**src/hdl/dm64_pkg.sv**
```systemverilog
// Package for the pipelined 64-bit divider: shared widths and types.
// Used by every module under hdl; depends on nothing.
package dm64_pkg;

    localparam int FIELD_WIDTH = 64;   // width of each operand and result field
    localparam int DATA_WIDTH_DEF = 64;

    // Sign fix-up to apply once the magnitudes are divided
    typedef struct packed {
        logic neg_quot;
        logic neg_rem;
    } sign_t;

endpackage

```
**src/hdl/dm64_stage.sv**
```systemverilog
// One restoring shift-subtract step of the divider, one quotient bit per stage.
// Depends on dm64_pkg.
module dm64_stage
    import dm64_pkg::*;
#(
    parameter int W = DATA_WIDTH_DEF
)
(
    input  logic         clk,
    input  logic         rst_n,
    input  logic         adv,
    input  logic         in_valid,
    input  logic [W-1:0] rem_in,
    input  logic [W-1:0] nq_in,     // unused numerator bits above, quotient bits below
    input  logic [W-1:0] den_in,
    input  sign_t        sign_in,
    output logic         out_valid,
    output logic [W-1:0] rem_out,
    output logic [W-1:0] nq_out,
    output logic [W-1:0] den_out,
    output sign_t        sign_out
);

    logic         valid_reg;
    logic [W-1:0] rem_reg;
    logic [W-1:0] rem_next;
    logic [W-1:0] nq_reg;
    logic [W-1:0] nq_next;
    logic [W-1:0] den_reg;
    sign_t        sign_reg;
    logic [W:0]   shifted;
    logic [W:0]   diff;
    logic         fits;

    always_comb
    begin
        // bring down the next numerator bit, subtract if the divisor fits
        shifted = {rem_in, nq_in[W-1]};
        diff    = shifted - {1'b0, den_in};
        fits    = (shifted >= {1'b0, den_in});
        rem_next = fits ? diff[W-1:0] : shifted[W-1:0];
        nq_next  = {nq_in[W-2:0], fits};
    end

    always_ff @(posedge clk or negedge rst_n)
    begin
        if (!rst_n)
        begin
            valid_reg <= 1'b0;
        end
        else if (adv)
        begin
            valid_reg <= in_valid;
        end
    end

    always_ff @(posedge clk)
    begin
        if (adv)
        begin
            rem_reg  <= rem_next;
            nq_reg   <= nq_next;
            den_reg  <= den_in;
            sign_reg <= sign_in;
        end
    end

    assign out_valid = valid_reg;
    assign rem_out   = rem_reg;
    assign nq_out    = nq_reg;
    assign den_out   = den_reg;
    assign sign_out  = sign_reg;

endmodule

```
**config.mk**
```make
export PLATFORM = sky130hd
export DESIGN_NAME = dm64_stage
export DESIGN_NICKNAME = d
export VERILOG_FILES = /design/src/hdl/dm64_pkg.sv /design/src/hdl/dm64_stage.sv
export SDC_FILE = /design/constraint.sdc
export NUM_CORES = 1
export LEC_CHECK = 0
export BUFFER_PORTS_ARGS = -buffer_cell sky130_fd_sc_hd__buf_4
export CORE_AREA = 2 2 152 154
export DETAILED_ROUTE_END_ITERATION = 10
export DIE_AREA = 0 0 154 156
export MAX_ROUTING_LAYER = met4
export PLACE_DENSITY = 0.86
export SYNTH_ARGS = -nofsm -noshare
export SYNTH_HDL_FRONTEND = slang
export SYNTH_SLANG_ARGS = --single-unit
```
**constraint.sdc**
```tcl
create_clock -name clk -period 1.9 [get_ports clk]
set_input_delay 0.38 -clock clk [delete_from_list [all_inputs] [get_ports clk]]
set_output_delay 0.38 -clock clk [all_outputs]
set_load 0.02 [all_outputs]
```
==> flow_metrics.py <==
metrics = {
    "status": {
        "status": "finished with violations",
        "violations": "setup timing",
    },
    "clock_network": {
        "clock-sinks": 195,
        "insertion_delay_ns": 0.44,
        "cts_buffers": 17,
        "clk_path_buf_depth": 2,
        "cts_tree": "built",
        "cts-root-buf": "clkbuf_16",
        "htreeDepth": 4,
        "clk_pin_slew_ns": 0.08,
    },
    "floorplanning": {
        "die_w_um": 154,
        "die_h_um": 156,
        "row_count": 55,
        "die-area_mm2": 0.0240,
        "pin_count": 393,
        "start_util_pct": 49.2,
        "core_mm2": 0.0224,
    },
    "critical_path": {
        "path_class": "in2reg",
        "r2r_cells": 1,
        "cp_max_fo": 4,
        "r2r_end": "out_valid",
        "end_kind": "flop",
        "cp.arrival_ns": 2.99,
        "crit-reg2reg-launch": "out_valid",
        "reg2reg_slack_ns": 1.11,
        "start_kind": "primary input",
        "required_ns": 2.10,
    },
    "min_path": {
        "hp-class": "in2reg",
        "hold_depth": 1,
        "whs_endpoint": "nq_out[63]",
        "min_from": "nq_in[62]",
    },
    "detailed_routing": {
        "vias": 10300,
        "drt_iter0_drc": 833,
        "drc": 0,
        "wl_per_cell_um": 20.0,
        "wl_um": 38000,
        "vias_per_cell": 5.44,
        "dr.pass1.iters": 6,
        "antenna_left": 0,
    },
    "yosys": {
        "netlist_area_mm2": 0.0110,
        "ys.warnings.count": 0,
        "syn_nets": 1195,
        "synth_seq_cells": 195,
        "yosysTopAreaCell": "edfxtp_1",
        "synth_ff_type": "edfxtp_1",
        "synthesis.instances": 932,
        "synth.top_cell.area_share_pct": 52.9,
        "synth.avg_cell_area_um2": 11.8,
        "synthTopCellsByArea": "edfxtp_1, ha_1, mux2_4",
        "seq_area_frac_synth_pct": 53.1,
        "synthArstFlopShare_pct": 0.513,
        "synth_edf_count": 194,
        "synth_cell_types": 56,
    },
    "timing": {
        "worst_slack_ns": -0.887,
        "rsz0062_at_grt": "yes",
        "hold_violations": 0,
        "max_clock_freq_mhz": 359,
        "drv_slew": 0,
        "hold_ws_ns": 0.101,
        "worst_pin_slew_ns": 0.479,
        "slew_headroom_pct": 68.1,
        "skew_ns": 0,
        "finalCritPeriodShare_pct": 147,
        "post-route-min-period_ns": 2.79,
        "setup_violations": 65,
        "tns_ns": -52.24,
    },
    "global_route": {
        "overflow": 0,
        "track_usage_pct": 31.1,
        "grt_start_max_net_pins": 58,
        "grt_pass1_wl_um": 55900,
        "grt_pass1_vias": 10500,
        "antenna_found_initial": 1,
    },
    "layout": {
        "drive_above_1_share_pct": 53.8,
        "syn2layout_area_growth_pct": 61.8,
        "mostFrequentLayoutCells": "buf_4, edfxtp_1, inv_1, a21oi_1, nand2_1",
        "post-route-util_pct": 79.7,
        "final_common_cell": "buf_4",
        "fin_area_mm2": 0.0178,
        "num-nets-final": 1859,
    },
    "placement": {
        "place_hpwl_um": 28900,
        "portBuffers": 392,
        "place_congestion": 0.949,
        "dpl_cell_area_mm2": 0.0165,
    },
    "power": {
        "ir_worst_vdd_uv": 536,
        "power.density_mw_per_mm2": 795,
        "p_leak_nw": 8.13,
    },
    "job": {
        "cap_violations": 0,
    },
}
==> critical path: stages <==
cell and delay, ns:
buf_4 0.12, ha_4 0.16, fa_2 0.36, nand2b_4 0.17
a211oi_2 0.30, o21ai_1 0.12, o211ai_1 0.19, a21oi_2 0.12
o211ai_1 0.20, buf_4 0.19, a21o_1 0.14, a31oi_2 0.11
xnor2_1 0.14, mux2_4 0.26
==> power breakdown <==
part           total (mW)  switching (mW)  internal (mW)
Clock                3.64            1.87           1.78
Combinational        5.07            2.49           2.58
Sequential           5.46           0.162           5.30
Total                14.2            4.52           9.66
==> kinds of logic after synthesis <==
family / after synthesis / synth area share, %
buf+inv: 111 / 4.20
simple gates: 198 / 8.36
mux: 65 / 8.18
fa+ha+maj: 65 / 7.45
flops: 195 / 53.1
compound gates: 240 / 14.1
xor+xnor: 58 / 4.61
==> registers in the layout, summed over array words and instances (netlist names) <==
| signal | count |
|---|---|
| nq_out | 64 |
| den_out | 64 |
| out_valid | 1 |
| sign_out | 2 |
| rem_out | 64 |
==> worst max path at each step <==
| stage | start | endpoint | slack [ns] | cells past startpoint |
|---|---|---|---|---|
| 6_report | den_in[0] | rem_out[60] | -0.89 | 14 |
| 5_1_grt | den_in[1] | rem_out[51] | -0.95 | 16 |
| 4_1_cts | den_in[1] | rem_out[45] | -0.95 | 15 |
| 3_5_place_dp | den_in[0] | rem_out[52] | -1.53 | 13 |
| 3_3_place_gp | den_in[0] | rem_out[52] | -1.49 | 13 |
| 2_1_floorplan | den_in[1] | rem_out[16] | -1.11 | 14 |
==> per-layer routing <==
layer | vias up | part of all wire [%] | global-route usage, %
li1 | 4779 | - | -
met4 | 0 | 4.8 | 14.2
met3 | 121 | 6.1 | 5.39
met1 | 4927 | 37 | 33.6
met2 | 488 | 52 | 56.2
met5 | - | 0 | -
==> cell type report <==
class / count / area [µm²]
tap: 285 / 357
antenna: 1 / 2.50
fill: 1305 / 4540
sequential: 195 / 5850
clock buffer: 18 / 429
clock inverter: 14 / 163
timing repair buffer: 676 / 5360
inverter: 80 / 333
multi-input combinational: 626 / 5330
==> per-stage QoR <==
stage | power (mW) | cells | setup slack [ns]
after CTS | 14.0 | 1887 | -0.950
after floorplan | 7.91 | 932 | -1.11
after global placement | 10.1 | 1837 | -1.49
final | 14.2 | 1895 | -0.887
after detailed placement | 10.2 | 1837 | -1.53
after global routing | 14.7 | 1895 | -0.954
==> timing repair <==
item	in CTS	in global routing
buffers inserted	11	6
endpoints found under the hold margin	1	0
hold buffers	1	0
gates resized for setup	25	63
setup endpoints to repair	65	65
cloned	6	1
pin swaps	14	29
==> cell usage after synthesis, drive strengths merged (22+ instances only) <==
master	count
ha	64
a21o	31
inv	80
clkbuf	23
edfxtp	194
nand2	66
xor2	26
nor2	49
a21oi	88
mux2	62
o21ai	43
xnor2	32
nand4	22
(Power assumes the default switching activity.)
