`src/hdl/dm64_pkg.sv`:
```
// Package for the pipelined 64-bit divider: shared widths and types.
// Used by every module under hdl; depends on nothing.
package dm64_pkg;

    localparam int FIELD_WIDTH = 64;   // width of each operand and result field
    localparam int DATA_WIDTH_DEF = 64;

    // Sign fix-up to apply once the magnitudes are divided
    typedef struct packed {
        logic neg_quot;
        logic neg_rem;
    } sign_t;

endpackage

```
`src/hdl/dm64_prep.sv`:
```
// Input stage of the divider: register operands, take magnitudes in signed mode.
// Depends on dm64_pkg.
module dm64_prep
    import dm64_pkg::*;
#(
    parameter int W = DATA_WIDTH_DEF
)
(
    input  logic         clk,
    input  logic         rst_n,
    input  logic         adv,
    input  logic         in_valid,
    input  logic [W-1:0] dividend,
    input  logic [W-1:0] divisor,
    input  logic         signed_mode,
    output logic         out_valid,
    output logic [W-1:0] num_mag,
    output logic [W-1:0] den_mag,
    output sign_t        sign
);

    logic         valid_reg;
    logic [W-1:0] num_reg;
    logic [W-1:0] num_next;
    logic [W-1:0] den_reg;
    logic [W-1:0] den_next;
    sign_t        sign_reg;
    sign_t        sign_next;
    logic         neg_a;
    logic         neg_b;

    always_comb
    begin
        neg_a = signed_mode & dividend[W-1];
        neg_b = signed_mode & divisor[W-1];
        num_next = neg_a ? (~dividend + 1'b1) : dividend;
        den_next = neg_b ? (~divisor + 1'b1) : divisor;
        sign_next.neg_quot = neg_a ^ neg_b;
        sign_next.neg_rem  = neg_a;
    end

    always_ff @(posedge clk or negedge rst_n)
    begin
        if (!rst_n)
        begin
            valid_reg <= 1'b0;
        end
        else if (adv)
        begin
            valid_reg <= in_valid;
        end
    end

    always_ff @(posedge clk)
    begin
        if (adv)
        begin
            num_reg  <= num_next;
            den_reg  <= den_next;
            sign_reg <= sign_next;
        end
    end

    assign out_valid = valid_reg;
    assign num_mag   = num_reg;
    assign den_mag   = den_reg;
    assign sign      = sign_reg;

endmodule

```
`config.mk`:
```
export PLATFORM = sky130hd
export DESIGN_NAME = dm64_prep
export DESIGN_NICKNAME = d
export VERILOG_FILES = /design/src/hdl/dm64_pkg.sv /design/src/hdl/dm64_prep.sv
export SDC_FILE = /design/constraint.sdc
export NUM_CORES = 1
export LEC_CHECK = 0
export ABC_AREA = 1
export BUFFER_PORTS_ARGS = -buffer_cell sky130_fd_sc_hd__buf_2
export CAP_MARGIN = 10
export CORE_MARGIN = 4
export CORE_UTILIZATION = 53
export DETAILED_ROUTE_END_ITERATION = 8
export HOLD_SLACK_MARGIN = 0.08
export PLACE_DENSITY = 0.82
export SLEW_MARGIN = 20
export SYNTH_ARGS = -nofsm -noshare
export SYNTH_HDL_FRONTEND = slang
export SYNTH_SLANG_ARGS = --single-unit
```
`constraint.sdc`:
```
create_clock -name clk -period 1.1 [get_ports clk]
set_clock_uncertainty 0.05 [all_clocks]
set_input_delay 0.22 -clock clk [delete_from_list [all_inputs] [get_ports clk]]
set_output_delay 0.22 -clock clk [all_outputs]
set_load 0.1 [all_outputs]
```
==> impl_metrics.csv, run 1 <==
group,metric,value,unit
run_status,status,"did not finish",
run_status,stop_stage,"4_1_cts",
run_status,tool.error,"[ERROR DPL-0038] Utilization greater than 100%, impossible to legalize",
cts,numCtsBuffers,17,
logic_synthesis,synth_edf_count,130,
logic_synthesis,avgSynthCellArea,7.93,um^2
cts,clock_path_buffers,2,
logic_synthesis,netlist_area,8600,um^2
logic_synthesis,syn_nets,1219,
logic_synthesis,synthTopCellsByArea,"edfxtp_1, nand2_1, nor2_1",
logic_synthesis,synthArstFlopShare,0.00763,
logic_synthesis,ys_seq_elements,131,
logic_synthesis,synth.distinct_cells,36,
floorplanning,pin_count,264,
logic_synthesis,synth_ff_type,"edfxtp_1",
place,place.gp.congestion,1.11,
logic_synthesis,synth_largest_area_cell,"edfxtp_1",
cts,root_buffer,"clkbuf_16",
cts,postCtsSetupBuffers,59,
cts,cts.sinks,131,
floorplanning,initial_core_util,0.541,
place,hpwl,30400,um
cts,ctsHtreeMaxLevel,4,
floorplanning,die_h,135,um
place,port_buffers,263,
floorplanning,row_count,46,
logic_synthesis,syn_inst,1084,
logic_synthesis,yosys_warnings,0,
logic_synthesis,synthTopCellsByCount,"nand2_1, nor2_1, edfxtp_1",
cts,post_cts_resized,447,
logic_synthesis,synth.top_cell.area_share,0.454,
logic_synthesis,yosys.cell_count.top_type,"nand2_1",
logic_synthesis,ys_seq_area_frac,0.457,
cts,cts_hold_buf,9,
floorplanning,die_w,135,um
==> per-stage QoR <==
stage | instance area (um^2) | setup WS [ps] | std cells
after detailed placement | 14200 | -774 | 1775
after floorplan | 8930 | -346 | 1084
after global placement | 14200 | -654 | 1775
==> cell families after synthesis <==
group                      count (synthesis)  synth area share
and+or+nand+nor                          704             0.370
DFF                                      131             0.457
buffers and inverters                    125            0.0601
xor gates and xnor gates                  67            0.0700
AOI/OAI and AO/OA                         54            0.0393
adders and majority gates                  2           0.00291
muxes                                      1           0.00131
==> inputs of run 2 (changes only) <==
- CORE_UTILIZATION: 53 -> 40
- HOLD_SLACK_MARGIN: 0.08 -> unset
- PLACE_DENSITY: 0.82 -> unset
- PLACE_DENSITY_LB_ADDON: unset -> 0.15
==> run 2 against run 1 <==
The flow now finishes, with violations (setup timing). Area after synthesis did not move. Synthesized cell count did not move.
==> impl_metrics.csv, run 2 <==
group,metric,value,unit
run_status,status,"complete, but fails checks",
run_status,violations,"setup timing",
logic_synthesis,syn_nets,1219,
logic_synthesis,yosys.cell_count.top_type,"nand2_1",
timing,grt_setup_unrepaired,"true",
floorplanning,dieArea,23900,um^2
timing,finalHoldViolCount,0,
global_route,grt.overflow.total,0,
cts,clock_latency,420,ps
logic_synthesis,yosys_warnings,0,
setup_path,crit_buf_inv,1,
cts,cts_tree,"yes",
finish,syn_to_final_growth,111,%
pwr,p_int,13.3,mW
drt,drt-pass1-iter-count,8,
global_route,grt_pass1_vias,10620,
global_route,grt_max_degree,33,
finish,multi_input_area,6060,um^2
setup_path,worstPathRequired,830,ps
timing,slew_viol_final,0,
floorplanning,pin_count,264,
drt,drc_errors,0,
finish,layout_commonest_cell,"buf_4",
pwr,seq_power_share,0.293,
timing,worstMarginPinSlew,430,ps
finish,fill_cells,1027,
logic_synthesis,avgSynthCellArea,7.93,um^2
setup_path,startpoint_type,"flip-flop",
logic_synthesis,synth_ff_type,"edfxtp_1",
global_route,grt_pass1_wl,57000,um
drt,initialDrtViolationCount,976,
finish,final_util,0.860,
job,maxCapViolations,0,
place,dpl_cell_area,14600,um^2
cts,cts.sinks,131,
pwr,p_total,22.8,mW
cts,root_buffer,"clkbuf_16",
setup_path,r2r_setup_slack,250,ps
logic_synthesis,synthTopCellsByCount,"nand2_1, nor2_1, edfxtp_1",
floorplanning,die_w,155,um
cts,clock_path_buffers,2,
cts,clk_pin_slew,80,ps
drt,routed_wl,44500,um
cts,ctsHtreeMaxLevel,4,
drt,ant_nets,0,
setup_path,crit_chain,"buf_12",
timing,fmaxAchievable,702,MHz
place,place.gp.congestion,0.996,
drt,avgViaCountPerCell,5.52,
logic_synthesis,ys_seq_elements,131,
logic_synthesis,synth_largest_area_cell,"edfxtp_1",
timing,worst_slack,-324,ps
logic_synthesis,synthArstFlopShare,0.00763,
timing,setup_viol,240,
timing,slew_headroom,0.712,
logic_synthesis,ys_seq_area_frac,0.457,
global_route,antenna_found_initial,2,
pwr,ir_worst_vdd,1.17,mV
timing,finalCritPeriodShare,1.29,
pwr,p_per_area,1260,nW/um^2
logic_synthesis,synth.top_cell.area_share,0.454,
setup_path,worstSetupEndpointType,"primary output",
drt,wl_per_cell,22.2,um
floorplanning,row_count,53,
finish,design_area,18100,um^2
finish,final_cell_mix,"buf_4, nand2_1, buf_12",
setup_path,path_max_fanout,1,
floorplanning,die_h,155,um
setup_path,critPathMaxStageDelay,490,ps
setup_path,critPathKind,"flip-flop to primary output",
logic_synthesis,synth_edf_count,130,
place,hpwl,27800,um
setup_path,critPathTopFamily,"flip-flops",
pwr,comb_power_share,0.443,
pwr,p_clk_frac,0.264,
timing,hold_ws,42.0,ps
place,port_buffers,263,
finish,fin_nets,1851,
timing,min_period,1420,ps
floorplanning,coreArea,21100,um^2
logic_synthesis,netlist_area,8600,um^2
pwr,p_leak,7.92,nW
pwr,p_sw,9.45,mW
cts,numCtsBuffers,17,
hold_path,hp-class,"input pin to async pin",
finish,drive_gt1_frac,0.612,
floorplanning,initial_core_util,0.408,
setup_path,crit_slowest_cell,"edfxtp_1",
logic_synthesis,synth.distinct_cells,36,
drt,vias,11063,
finish,ff_latch_area,3930,um^2
logic_synthesis,syn_inst,1084,
pwr,power_switching_share,0.415,
global_route,grtUsageTotal,0.308,
logic_synthesis,synthTopCellsByArea,"edfxtp_1, nand2_1, nor2_1",
setup_path,cp.arrival,1150,ps
## run 2: cell counts after synthesis
No cell type changed its count.
## run 2: metrics by stage
stage	setup slack (ps)	cells	TNS, ps
2_1_floorplan	-346	1084	-33920
3_3_place_gp	-728	1891	-62570
3_5_place_dp	-722	1891	-65280
4_1_cts	-310	1969	-34980
5_1_grt	-349	2005	-53380
6_report	-324	2005	-45690
## run 2: worst paths after layout
kind                       cells past startpoint     endpoint    startpoint
max                                            1   num_mag[4]    num_mag[4]
min                                            2    out_valid         rst_n
max reg2reg                                    1    out_valid     out_valid
min reg2reg                                    1    out_valid     out_valid
max in group asynchronous                      2    out_valid         rst_n
min in group clk                               2  num_mag[16]  dividend[16]
## run 2: routing by layer
metal  global-route usage  vias up  part of all wire
met5                    0        -           0.00025
met4                0.143        2             0.074
met3               0.0448      222             0.080
met2                0.581      781              0.52
met1                0.338     5259              0.33
li1                     -     4799                 -
## run 2: area by class of cell
| cell class | instances | share of cell area |
|---|---|---|
| Clock inverter | 14 | 0.00856 |
| Timing Repair Buffer | 626 | 0.369 |
| Clock buffer | 18 | 0.0237 |
| Antenna cell | 1 | 0.000138 |
| Tap cell | 275 | 0.0190 |
| Inverter | 111 | 0.0286 |
| Sequential cell | 131 | 0.217 |
| Multi-Input combinational cell | 829 | 0.334 |
## run 2: what timing repair did
action,CTS,global route
buffers inserted,41,42
setup endpoints to repair,226,240
hold buffers,4,0
gates resized for setup,373,249
pin swaps,150,161
gates cloned,1,0
hold endpoints to repair,4,0
## run 2: cells by family after synthesis
| kind of cell | count (synthesis) | synth area share |
|---|---|---|
| muxes | 1 | 0.00131 |
| xor gates and xnor gates | 67 | 0.0700 |
| and+or+nand+nor | 704 | 0.370 |
| buffers and inverters | 125 | 0.0601 |
| AOI/OAI and AO/OA | 54 | 0.0393 |
| DFF | 131 | 0.457 |
| adders and majority gates | 2 | 0.00291 |
## run 2: power groups by stage
| stage | Combinational [mW] | Sequential, mW | Clock, mW |
|---|---|---|---|
| floorplan | 1.29 | 10.2 | 0 |
| global placement | 8.77 | 6.73 | 0 |
| detailed placement | 8.85 | 6.74 | 0 |
| CTS | 9.40 | 6.65 | 5.89 |
| global route | 10.3 | 6.70 | 6.23 |
| finish | 10.1 | 6.67 | 6.01 |
Note: power is estimated with default switching activity, not from simulation.
==> inputs of run 3 (changes only) <==
- CELL_PAD_IN_SITES_DETAIL_PLACEMENT: unset -> 2
- CELL_PAD_IN_SITES_GLOBAL_PLACEMENT: unset -> 2
- CORE_UTILIZATION: 40 -> 29
==> run 3 against run 2 <==
The flow now stops in 4_1_cts. Area after synthesis stayed put. Synthesized cell count stayed put.
==> impl_metrics.csv, run 3 <==
group,metric,value,unit
run_status,status,"did not finish",
run_status,stop_stage,"4_1_cts",
run_status,tool.error,"[ERROR DPL-0033] detailed placement checks failed during check placement.",
logic_synthesis,synthArstFlopShare,0.00763,
floorplanning,row_count,62,
place,place.gp.congestion,0.889,
logic_synthesis,synthTopCellsByArea,"edfxtp_1, nand2_1, nor2_1",
logic_synthesis,syn_nets,1219,
logic_synthesis,avgSynthCellArea,7.93,um^2
logic_synthesis,synth_ff_type,"edfxtp_1",
cts,numCtsBuffers,17,
cts,post_cts_resized,610,
logic_synthesis,synthTopCellsByCount,"nand2_1, nor2_1, edfxtp_1",
floorplanning,die_w,180,um
logic_synthesis,yosys_warnings,0,
cts,cts_hold_buf,4,
logic_synthesis,ys_seq_elements,131,
place,hpwl,41400,um
logic_synthesis,yosys.cell_count.top_type,"nand2_1",
logic_synthesis,ys_seq_area_frac,0.457,
floorplanning,initial_core_util,0.296,
logic_synthesis,syn_inst,1084,
logic_synthesis,synth.distinct_cells,36,
cts,ctsHtreeMaxLevel,4,
cts,postCtsSetupBuffers,67,
logic_synthesis,synth_largest_area_cell,"edfxtp_1",
cts,cts.sinks,131,
cts,root_buffer,"clkbuf_16",
logic_synthesis,synth_edf_count,130,
place,dpl_cell_area,14900,um^2
logic_synthesis,synth.top_cell.area_share,0.454,
floorplanning,die_h,180,um
place,port_buffers,263,
floorplanning,pin_count,264,
logic_synthesis,netlist_area,8600,um^2
cts,clock_path_buffers,2,
==> run 3: cell counts after synthesis <==
No cell type changed its count.
==> run 3: logic make-up after synthesis <==
kind of cell / after synthesis / share of synthesized area
adder cells (fa/ha/maj): 2 / 0.00291
buffers and inverters: 125 / 0.0601
XOR/XNOR: 67 / 0.0700
flip-flops: 131 / 0.457
AND/OR/NAND/NOR: 704 / 0.370
AO/OA/AOI/OAI: 54 / 0.0393
multiplexers: 1 / 0.00131
==> run 3: metrics by stage <==
stage	hold WS (ps)	utilization	worst slack, ps	cells	setup TNS (ps)
global placement	-55.6	0.512	-824	2004	-68080
detailed placement	-52.6	0.512	-986	2004	-83550
floorplan	-126	-	-346	1084	-33920
