[src/hdl/dm64_pkg.sv]
// Package for the pipelined 64-bit divider: shared widths and types.
// Used by every module under hdl; depends on nothing.
package dm64_pkg;

    localparam int FIELD_WIDTH = 64;   // width of each operand and result field
    localparam int DATA_WIDTH_DEF = 64;

    // Sign fix-up to apply once the magnitudes are divided
    typedef struct packed {
        logic neg_quot;
        logic neg_rem;
    } sign_t;

endpackage

[src/hdl/dm64_fixup.sv]
// Final stage of the divider: apply the sign fix-up to quotient and remainder.
// Depends on dm64_pkg.
module dm64_fixup
    import dm64_pkg::*;
#(
    parameter int W = DATA_WIDTH_DEF
)
(
    input  logic         clk,
    input  logic         rst_n,
    input  logic         adv,
    input  logic         in_valid,
    input  logic [W-1:0] quot_mag,
    input  logic [W-1:0] rem_mag,
    input  sign_t        sign,
    output logic         out_valid,
    output logic [W-1:0] quotient,
    output logic [W-1:0] remainder
);

    logic         valid_reg;
    logic [W-1:0] quot_reg;
    logic [W-1:0] quot_next;
    logic [W-1:0] rem_reg;
    logic [W-1:0] rem_next;

    always_comb
    begin
        quot_next = sign.neg_quot ? (~quot_mag + 1'b1) : quot_mag;
        rem_next  = sign.neg_rem  ? (~rem_mag + 1'b1)  : rem_mag;
    end

    always_ff @(posedge clk or negedge rst_n)
    begin
        if (!rst_n)
        begin
            valid_reg <= 1'b0;
        end
        else if (adv)
        begin
            valid_reg <= in_valid;
        end
    end

    always_ff @(posedge clk)
    begin
        if (adv)
        begin
            quot_reg <= quot_next;
            rem_reg  <= rem_next;
        end
    end

    assign out_valid = valid_reg;
    assign quotient  = quot_reg;
    assign remainder = rem_reg;

endmodule
[config.mk]
export PLATFORM = sky130hd
export DESIGN_NAME = dm64_fixup
export DESIGN_NICKNAME = d
export VERILOG_FILES = /design/src/hdl/dm64_pkg.sv /design/src/hdl/dm64_fixup.sv
export SDC_FILE = /design/constraint.sdc
export NUM_CORES = 1
export LEC_CHECK = 0
export BUFFER_PORTS_ARGS = -buffer_cell sky130_fd_sc_hd__buf_2
export CAP_MARGIN = 0
export CELL_PAD_IN_SITES_DETAIL_PLACEMENT = 1
export CELL_PAD_IN_SITES_GLOBAL_PLACEMENT = 2
export CORE_UTILIZATION = 31
export DETAILED_ROUTE_END_ITERATION = 8
export GPL_ROUTABILITY_DRIVEN = 0
export HOLD_SLACK_MARGIN = 0.03
export PLACE_DENSITY = 0.89
export SLEW_MARGIN = 20
export SYNTH_ARGS = -nofsm -noshare
export SYNTH_HDL_FRONTEND = slang
export SYNTH_SLANG_ARGS = --single-unit
[constraint.sdc]
create_clock -name clk -period 0.85 [get_ports clk]
set_clock_uncertainty 0.05 [all_clocks]
set_input_delay 0.0425 -clock clk [delete_from_list [all_inputs] [get_ports clk]]
set_output_delay 0.0425 -clock clk [all_outputs]
set_load 0.01 [all_outputs]
==> qor.txt, run 1 <==
Worst-Margin Slew = 0.618 ns
Gate Count Post-Synth = 536
Switch Pwr = 5.69 mW
Post-synth EDFFs = 128
Pre-Repair DR Iteration Count = 4
Sinks on Clock Net = 129
Post-route DRC = 0
via-per-instance ratio = 5.24
largest net degree at the start of global routing = 45
top cells by area, synth = edfxtp_1 56%, xnor2_1 15%, o31ai_1 4.0%, o41ai_1 3.5%, or4_1 2.9%
Detailed Place HPWL = 19,800 um
post-synth top area share = 56.3%
via count = 7,591
share of post-route cells with drive strength above 1 = 67.9%
net count of the mapped netlist = 672
R2R depth = 1
CTS clk-pin slew, worst paths = 0.07 ns
Max-slew headroom = 58.7%
Hold Slack = -0.0165 ns
peak supply drop = 0.00160 V
filler instances = 2,108
initial core utilization = 32.1%
endpoint type of the worst setup path = register
port bufs = 262
crit path kind = in -> reg
first-pass GRT wire length = 48,000 um
Pint = 14.8 mW
root buffer cell = clkbuf_16
Register Area = 3870 um2
crit path DAT = 2.06 ns
Place WS = -1.67 ns
initial antenna violation count = 9
Final WS setup = -1.09 ns
CTS Buffer Depth = 2
gr usage total = 28.8%
Switching Share = 27.7%
final hold violations = 2
Reg power frac = 39.3%
Rows = 53
footprint of the multi-input gates = 4760 um2
Avg Synthesized Cell Area = 12.7 um2
leakage power = 6.02 nW
status = finished, violations left
Core ar. = 21,300 um2
grt ovf = 0
setup violators final = 251
CP startpoint kind = input pin
# IOs = 263
most instantiated cells after synthesis = 128 x edfxtp_1, 117 x xnor2_1, 36 x o21ai_0, 36 x o31ai_1, 31 x nand2_1
#FFs+latches synth = 129
final slew viol count = 0
Pwr Density = 1410 nW/um2
nets@finish = 1,287
DR iter-0 viols = 353
register area share after synthesis = 56.7%
Die W = 150 um
Synth Flop Type = edfxtp_1
final critical-path required period = 1.94 ns
max cap viols = 0
Post-Syn Area = 6830 um2
CTS tree = yes
crit-path max FO = 7
Syn-to-layout area delta = 112%
vias in the first global route = 8,143
Routed Antenna Nets = 0
CTS Buf Count = 17
Post-synth ARST share = 0.775%
synth warn = 0
clock share of power = 36.7%
Pwr Total = 20.5 mW
failing checks = hold timing, setup timing
Logic pwr share = 23.9%
count leader, synth = edfxtp_1
fin crit share = 228%
height of the chip = 150 um
RSZ-0062 raised after global routing = yes
HP Class = in -> reg
H-tree levels = 4
wire per inst = 24.9 um
max frequency = 0.515 GHz
Clk Latency, worst-skew pair = 0.41 ns
worst hold path depth = 3
Routed WL = 36,000 um
biggest area consumer among synthesized cells = edfxtp_1
DIE AREA = 22,600 um2
Cell variety after synth = 41
Critical Path RT = 0.97 ns
timing repair:
item / 4_1_cts / 5_1_grt
hold buffers: 63 / 3
cloned: 1 / 1
pin swaps: 82 / 93
hold endpoints to repair: 111 / 29
setup buffers: 34 / 43
endpoints found under the setup margin: 249 / 314
resized for setup: 184 / 102
layer usage:
layer  routed length, um  vias up  GRT usage [%]
li1                    -     3372              -
met1               13200     3839           31.1
met2               19700      286           53.1
met3                1240       94           4.67
met4                1900        0           16.5
met5                   0        -              0
sequential cells by signal (all words and copies together) (netlist names):
signal,cells
quotient,64
remainder,64
out_valid,1
final timing paths:
check | slack, ns | startpoint | end
worst max-delay path | -1.09 | quot_mag[36] | quotient[54]
worst min-delay path | -0.02 | quot_mag[53] | quotient[53]
worst max register to register | 0.03 | out_valid | out_valid
worst min register to register | 0.50 | out_valid | out_valid
max in group asynchronous | 0.21 | rst_n | out_valid
min in group asynchronous | 0.43 | rst_n | out_valid
per-stage QoR:
step / setup TNS [ns] / cells / utilization, % / instance area (um2)
after global placement: -137.81 / 1275 / 51.9 / 11000
after global routing: -126.24 / 1448 / 68.0 / 14500
final: -118.59 / 1448 / 68.0 / 14500
after floorplan: -110.76 / 536 / - / 7730
after detailed placement: -143.12 / 1275 / 51.9 / 11000
after CTS: -120.61 / 1402 / 63.8 / 13600
critical path, stage by stage:
cell     delay (ns)
buf_2          0.11
or3_4          0.41
or4_4          0.48
or4_4          0.53
buf_4          0.19
o31ai_4        0.19
xnor2_1        0.10
cells by family after synthesis:
kind of cell    after synthesis  share of synthesized area, %
simple gates                143                          13.0
buf+inv                      27                          1.80
fa+ha+maj                     2                         0.367
compound gates              111                          12.2
mux                           1                         0.165
flops                       129                          56.7
xor+xnor                    123                          15.8
layout by cell type, fill, tap and decap left out, drive strengths merged:
cell and instances:
buf 552, edfxtp 128, xnor2 117, dlygate4sd3 62, o31ai 36, o21ai 36, o41ai 33, nand2 31
or4 30, clkbuf 20, nor2 19, or3 17, diode 10, nor3 10, nor4 9, nand4 8
xor2 6, inv 6, nand3 5, clkinv 5, a31oi 4, clkinvlp 4, or3b 3, bufinv 3
nand2b 3, nor4b 2, a21oi 2, ha 2, dlymetal6s4s 2, and4bb 2, or2 2, and4 1
nand4b 1, mux2 1, dfrtp 1
final cells by class:
class / instances / area share, %
Timing Repair Buffer: 617 / 33.6
Multi-Input combinational cell: 380 / 32.8
Sequential cell: 129 / 26.7
Clock buffer: 19 / 2.99
Tap cell: 275 / 2.38
Clock inverter: 12 / 0.985
Inverter: 6 / 0.380
Antenna cell: 10 / 0.173
power groups by stage:
| stage | combinational [mW] | clock [mW] | sequential (mW) |
|---|---|---|---|
| 3_5_place_dp | 3.79 | 0 | 8.14 |
| 5_1_grt | 5.14 | 7.80 | 8.11 |
| 4_1_cts | 4.41 | 7.53 | 8.02 |
| 3_3_place_gp | 3.66 | 0 | 8.12 |
| 2_1_floorplan | 1.10 | 0 | 8.49 |
| 6_report | 4.90 | 7.53 | 8.06 |
No activity file was read; power rests on OpenSTA's default activity.
==> inputs of run 2 (changes only) <==
Settings changed: GPL_ROUTABILITY_DRIVEN 0 to unset, TNS_END_PERCENT set to 5.
==> qor.txt, run 2 (same netlist as run 1, synthesis figures left out) <==
port bufs = 262
final slew viol count = 0
sequence of cells on the critical path = buf_8 > or4_4 > nor4_4 > buf_4 > nand4_1 > buf_6 > o31ai_4 > xnor2_1
H-tree levels = 4
first-pass GRT wire length = 45,700 um
Pwr Density = 1650 nW/um2
peak supply drop = 0.00125 V
Die W = 150 um
Final WS setup = -1.24 ns
RSZ-0062 raised after global routing = yes
largest net degree at the start of global routing = 48
Setup TNS = -115.50 ns
fin util = 58.7%
vias in the first global route = 7,940
Rows = 53
Syn-to-layout area delta = 83.1%
Core ar. = 21,300 um2
Post-route DRC = 0
delay-heaviest family, CP = simple AND/OR/NAND/NOR gates
CP startpoint kind = input pin
CTS clk-pin slew, worst paths = 0.07 ns
CP bufs+invs = 3
Worst R2R Setup Slack = 0.06 ns
status = finished, violations left
max frequency = 0.478 GHz
most common cell after layout, fill and taps aside = buf_2
critical path depth = 8
filler instances = 2,200
Worst-Margin Slew = 0.520 ns
Register Area = 3870 um2
initial antenna violation count = 1
DIE AREA = 22,600 um2
via-per-instance ratio = 5.39
Worst path max stage delay = 0.60 ns
initial core utilization = 32.1%
cts hold-fix bufs = 51
Pre-Repair DR Iteration Count = 4
Sinks on Clock Net = 129
CP endpoint = quotient[59]
Routed Antenna Nets = 0
placer congestion estimate = 0.854
slowest CP cell = or4_4
footprint of the multi-input gates = 3820 um2
CTS tree = yes
fin crit share = 246%
CTS Buf Count = 17
height of the chip = 150 um
Critical Path RT = 0.96 ns
crit-path max FO = 3
via count = 7,343
failing checks = hold timing, setup timing
Max-slew headroom = 65.1%
CTS Buffer Depth = 2
worst reg2reg path startpoint = out_valid
Routed WL = 33,400 um
Hold Slack = -0.0315 ns
root buffer cell = clkbuf_16
gr usage total = 27.2%
grt ovf = 0
crit path DAT = 2.20 ns
max cap viols = 0
setup violators final = 255
Setup crit start = quot_mag[28]
DR iter-0 viols = 383
crit path kind = in -> reg
HP Class = in -> reg
reg2reg end = out_valid
Clk Latency, worst-skew pair = 0.40 ns
# IOs = 263
nets@finish = 1,209
final critical-path required period = 2.09 ns
most frequent cells in the layout = 248 x buf_2, 200 x buf_4, 128 x edfxtp_1
endpoint type of the worst setup path = register
share of post-route cells with drive strength above 1 = 61.0%
leakage power = 5.09 nW
final hold violations = 4
wire per inst = 24.5 um
Detailed Place HPWL = 19,800 um
R2R depth = 1
[run 2: metrics by stage]
stage          power (mW)  area, um2  hold WS, ns  worst slack [ns]  std cells
6_report             20.6      12500      -0.0315             -1.24       1362
5_1_grt              21.2      12500      -0.0123             -1.18       1361
4_1_cts              20.4      12300      -0.0787            -0.976       1353
3_5_place_dp         11.7      10100       -0.232             -1.54       1257
3_3_place_gp         11.5      10100       -0.233             -1.45       1257
2_1_floorplan        9.38       6860       -0.303             -1.27        536
[run 2: metal layers]
layer / wire (um) / share of wire (%) / global-route usage (%) / vias to the layer above
li1: - / - / - / 3189
met1: 11700 / 35 / 28.5 / 3664
met2: 17900 / 54 / 51.7 / 402
met3: 2600 / 7.8 / 6.67 / 88
met4: 1220 / 3.7 / 10.7 / 0
met5: 0 / 0 / 0 / -
[run 2: timing repair]
| action | in CTS | in global routing |
|---|---|---|
| pin swaps | 37 | 26 |
| gates cloned | 1 | 0 |
| endpoints found under the hold margin | 108 | 23 |
| setup endpoints to repair | 249 | 255 |
| buffers inserted | 12 | 8 |
| resized for setup | 200 | 31 |
[run 2: final cells by class]
type / instances / area share (%)
flip-flops and latches: 129 / 31.0
clock inverters: 13 / 1.69
clock buffers: 19 / 3.46
well taps: 275 / 2.75
diodes: 1 / 0.0200
multi-input cells: 380 / 30.5
repair buffers: 539 / 30.4
inverters: 6 / 0.200
[run 2: how the worst min path moves through the flow]
stage | slack (ns) | from | cells after the start | to
floorplan | -0.30 | rst_n | 0 | out_valid
global placement | -0.23 | rst_n | 1 | out_valid
detailed placement | -0.23 | rst_n | 1 | out_valid
CTS | -0.08 | quot_mag[1] | 3 | quotient[3]
global route | -0.01 | quot_mag[47] | 3 | quotient[47]
finish | -0.03 | quot_mag[1] | 3 | quotient[3]
[run 2: report_power, final]
| group | internal [mW] | switching [mW] | total, mW |
|---|---|---|---|
| Clock | 5.22 | 3.01 | 8.23 |
| Sequential | 7.82 | 0.240 | 8.06 |
| Combinational | 2.06 | 2.25 | 4.31 |
| Total | 15.1 | 5.50 | 20.6 |
==> inputs of run 3 (changes only) <==
Settings changed: BUFFER_PORTS_ARGS -buffer_cell sky130_fd_sc_hd__buf_2 to -buffer_cell sky130_fd_sc_hd__clkbuf_2, CAP_MARGIN 0 to 20.
==> qor.txt, run 3 (same netlist as run 1, synthesis figures left out) <==
status = finished, violations left
failing checks = setup timing
Pwr Density = 1550 nW/um2
n_diodes = 0
max frequency = 0.495 GHz
Post-route DRC = 0
Detailed Place HPWL = 20,000 um
gr usage total = 26.8%
DR iter-0 viols = 466
Post-Layout Cell Count = 1,391
Die W = 150 um
max cap viols = 0
share of post-route cells with drive strength above 1 = 60.8%
initial core utilization = 32.1%
delay-heaviest family, CP = simple AND/OR/NAND/NOR gates
Clk Latency, worst-skew pair = 0.42 ns
fin crit share = 238%
most frequent cells in the layout = 252 x clkbuf_2, 198 x buf_4, 128 x edfxtp_1
Reg power frac = 40.9%
wire per inst = 24.5 um
leakage power = 5.31 nW
Critical Path RT = 0.95 ns
setup violators final = 250
crit-path max FO = 7
sequence of cells on the critical path = buf_6 > or4_4 > or2_4 > or4_4 > o41ai_4 > xnor2_1
via-per-instance ratio = 5.30
root buffer cell = clkbuf_16
Syn-to-layout area delta = 87.8%
via count = 7,379
dpl cells = 1,255
clock share of power = 36.7%
Max-slew headroom = 59.5%
HP Class = in -> reg
H-tree levels = 4
largest net degree at the start of global routing = 50
CTS tree = yes
nets@finish = 1,239
height of the chip = 150 um
crit path kind = in -> reg
CTS Buffer Depth = 2
RSZ-0062 raised after global routing = yes
CP bufs+invs = 1
Hold Slack = 0.00526 ns
Worst path max stage delay = 0.61 ns
DIE AREA = 22,600 um2
port bufs = 262
Logic pwr share = 22.4%
most common cell after layout, fill and taps aside = clkbuf_2
Rows = 53
slowest CP cell = or4_4
peak supply drop = 0.00118 V
CTS clk-pin slew, worst paths = 0.06 ns
endpoint type of the worst setup path = register
Routed WL = 34,100 um
Pint = 14.2 mW
final critical-path required period = 2.02 ns
placer congestion estimate = 0.875
final slew viol count = 0
CTS Buf Count = 17
Sinks on Clock Net = 129
CP most frequent cell = or4_4
Worst-Margin Slew = 0.601 ns
final hold violations = 0
grt ovf = 0
crit path DAT = 2.12 ns
Routed Antenna Nets = 0
Switch Pwr = 5.57 mW
first-pass GRT wire length = 45,200 um
vias in the first global route = 7,894
filler instances = 2,182
Switching Share = 28.1%
Pre-Repair DR Iteration Count = 5
Final WS setup = -1.17 ns
Core ar. = 21,300 um2
# IOs = 263
CP startpoint kind = input pin
initial antenna violation count = 0
run 3: changes by cell type in the layout (fill, tap and decap cells not counted), sizes merged:
cell          change
buf             -252
bufinv            -3
clkbuf          +255
clkinvlp          +1
diode             -1
dlygate4sd3      +26
dlymetal6s4s      +3
run 3: power groups by stage:
| stage | Clock (mW) | Sequential, mW | Combinational (mW) |
|---|---|---|---|
| 2_1_floorplan | 0 | 8.49 | 0.885 |
| 3_3_place_gp | 0 | 8.16 | 3.35 |
| 3_5_place_dp | 0 | 8.18 | 3.47 |
| 4_1_cts | 7.26 | 8.07 | 4.01 |
| 5_1_grt | 7.53 | 8.16 | 4.66 |
| 6_report | 7.28 | 8.10 | 4.44 |
run 3: area by class of cell:
cell class	instances	area, um2	share of cell area, %
tap	275	344	2.68
timing repair buffer	569	4070	31.7
inverter	6	25.0	0.195
sequential	129	3870	30.2
multi-input combinational	380	3960	30.9
clock inverter	11	115	0.898
clock buffer	21	440	3.44
run 3: metrics by stage:
step           setup WS [ns]  setup TNS (ns)  total power, mW  cell area, um2  utilization, %
2_1_floorplan          -1.27         -115.02             9.38            6860               -
3_3_place_gp           -1.48         -142.91             11.5           10100            47.3
3_5_place_dp           -1.56         -150.76             11.7           10100            47.3
4_1_cts               -0.976         -106.68             19.3           12200            57.3
5_1_grt                -1.18         -122.00             20.3           12800            60.2
6_report               -1.17         -113.22             19.8           12800            60.2
run 3: worst paths after layout:
kind                           endpoint  slack (ns)          from  cells after the start
setup reg to reg              out_valid        0.06     out_valid                      1
max in group asynchronous     out_valid        0.22         rst_n                      3
setup / recovery           quotient[46]       -1.17  quot_mag[30]                      6
hold / removal             quotient[61]       0.005  quot_mag[61]                      3
min in group asynchronous     out_valid        0.43         rst_n                      3
hold reg to reg               out_valid        0.46     out_valid                      1
run 3: repair_timing:
action / in CTS / in global routing
endpoints found under the hold margin: 105 / 8
resized for setup: 164 / 90
setup endpoints to repair: 249 / 254
pin swaps: 35 / 40
buffers inserted: 7 / 16
hold buffers: 79 / 1
cloned: 1 / 0
run 3: per-layer routing:
metal	vias up	track usage [%]	wire length, um
li1	3252	-	-
met1	3669	27.9	12200
met2	378	51.3	18200
met3	80	7.30	2630
met4	0	8.69	1020
met5	-	0	0
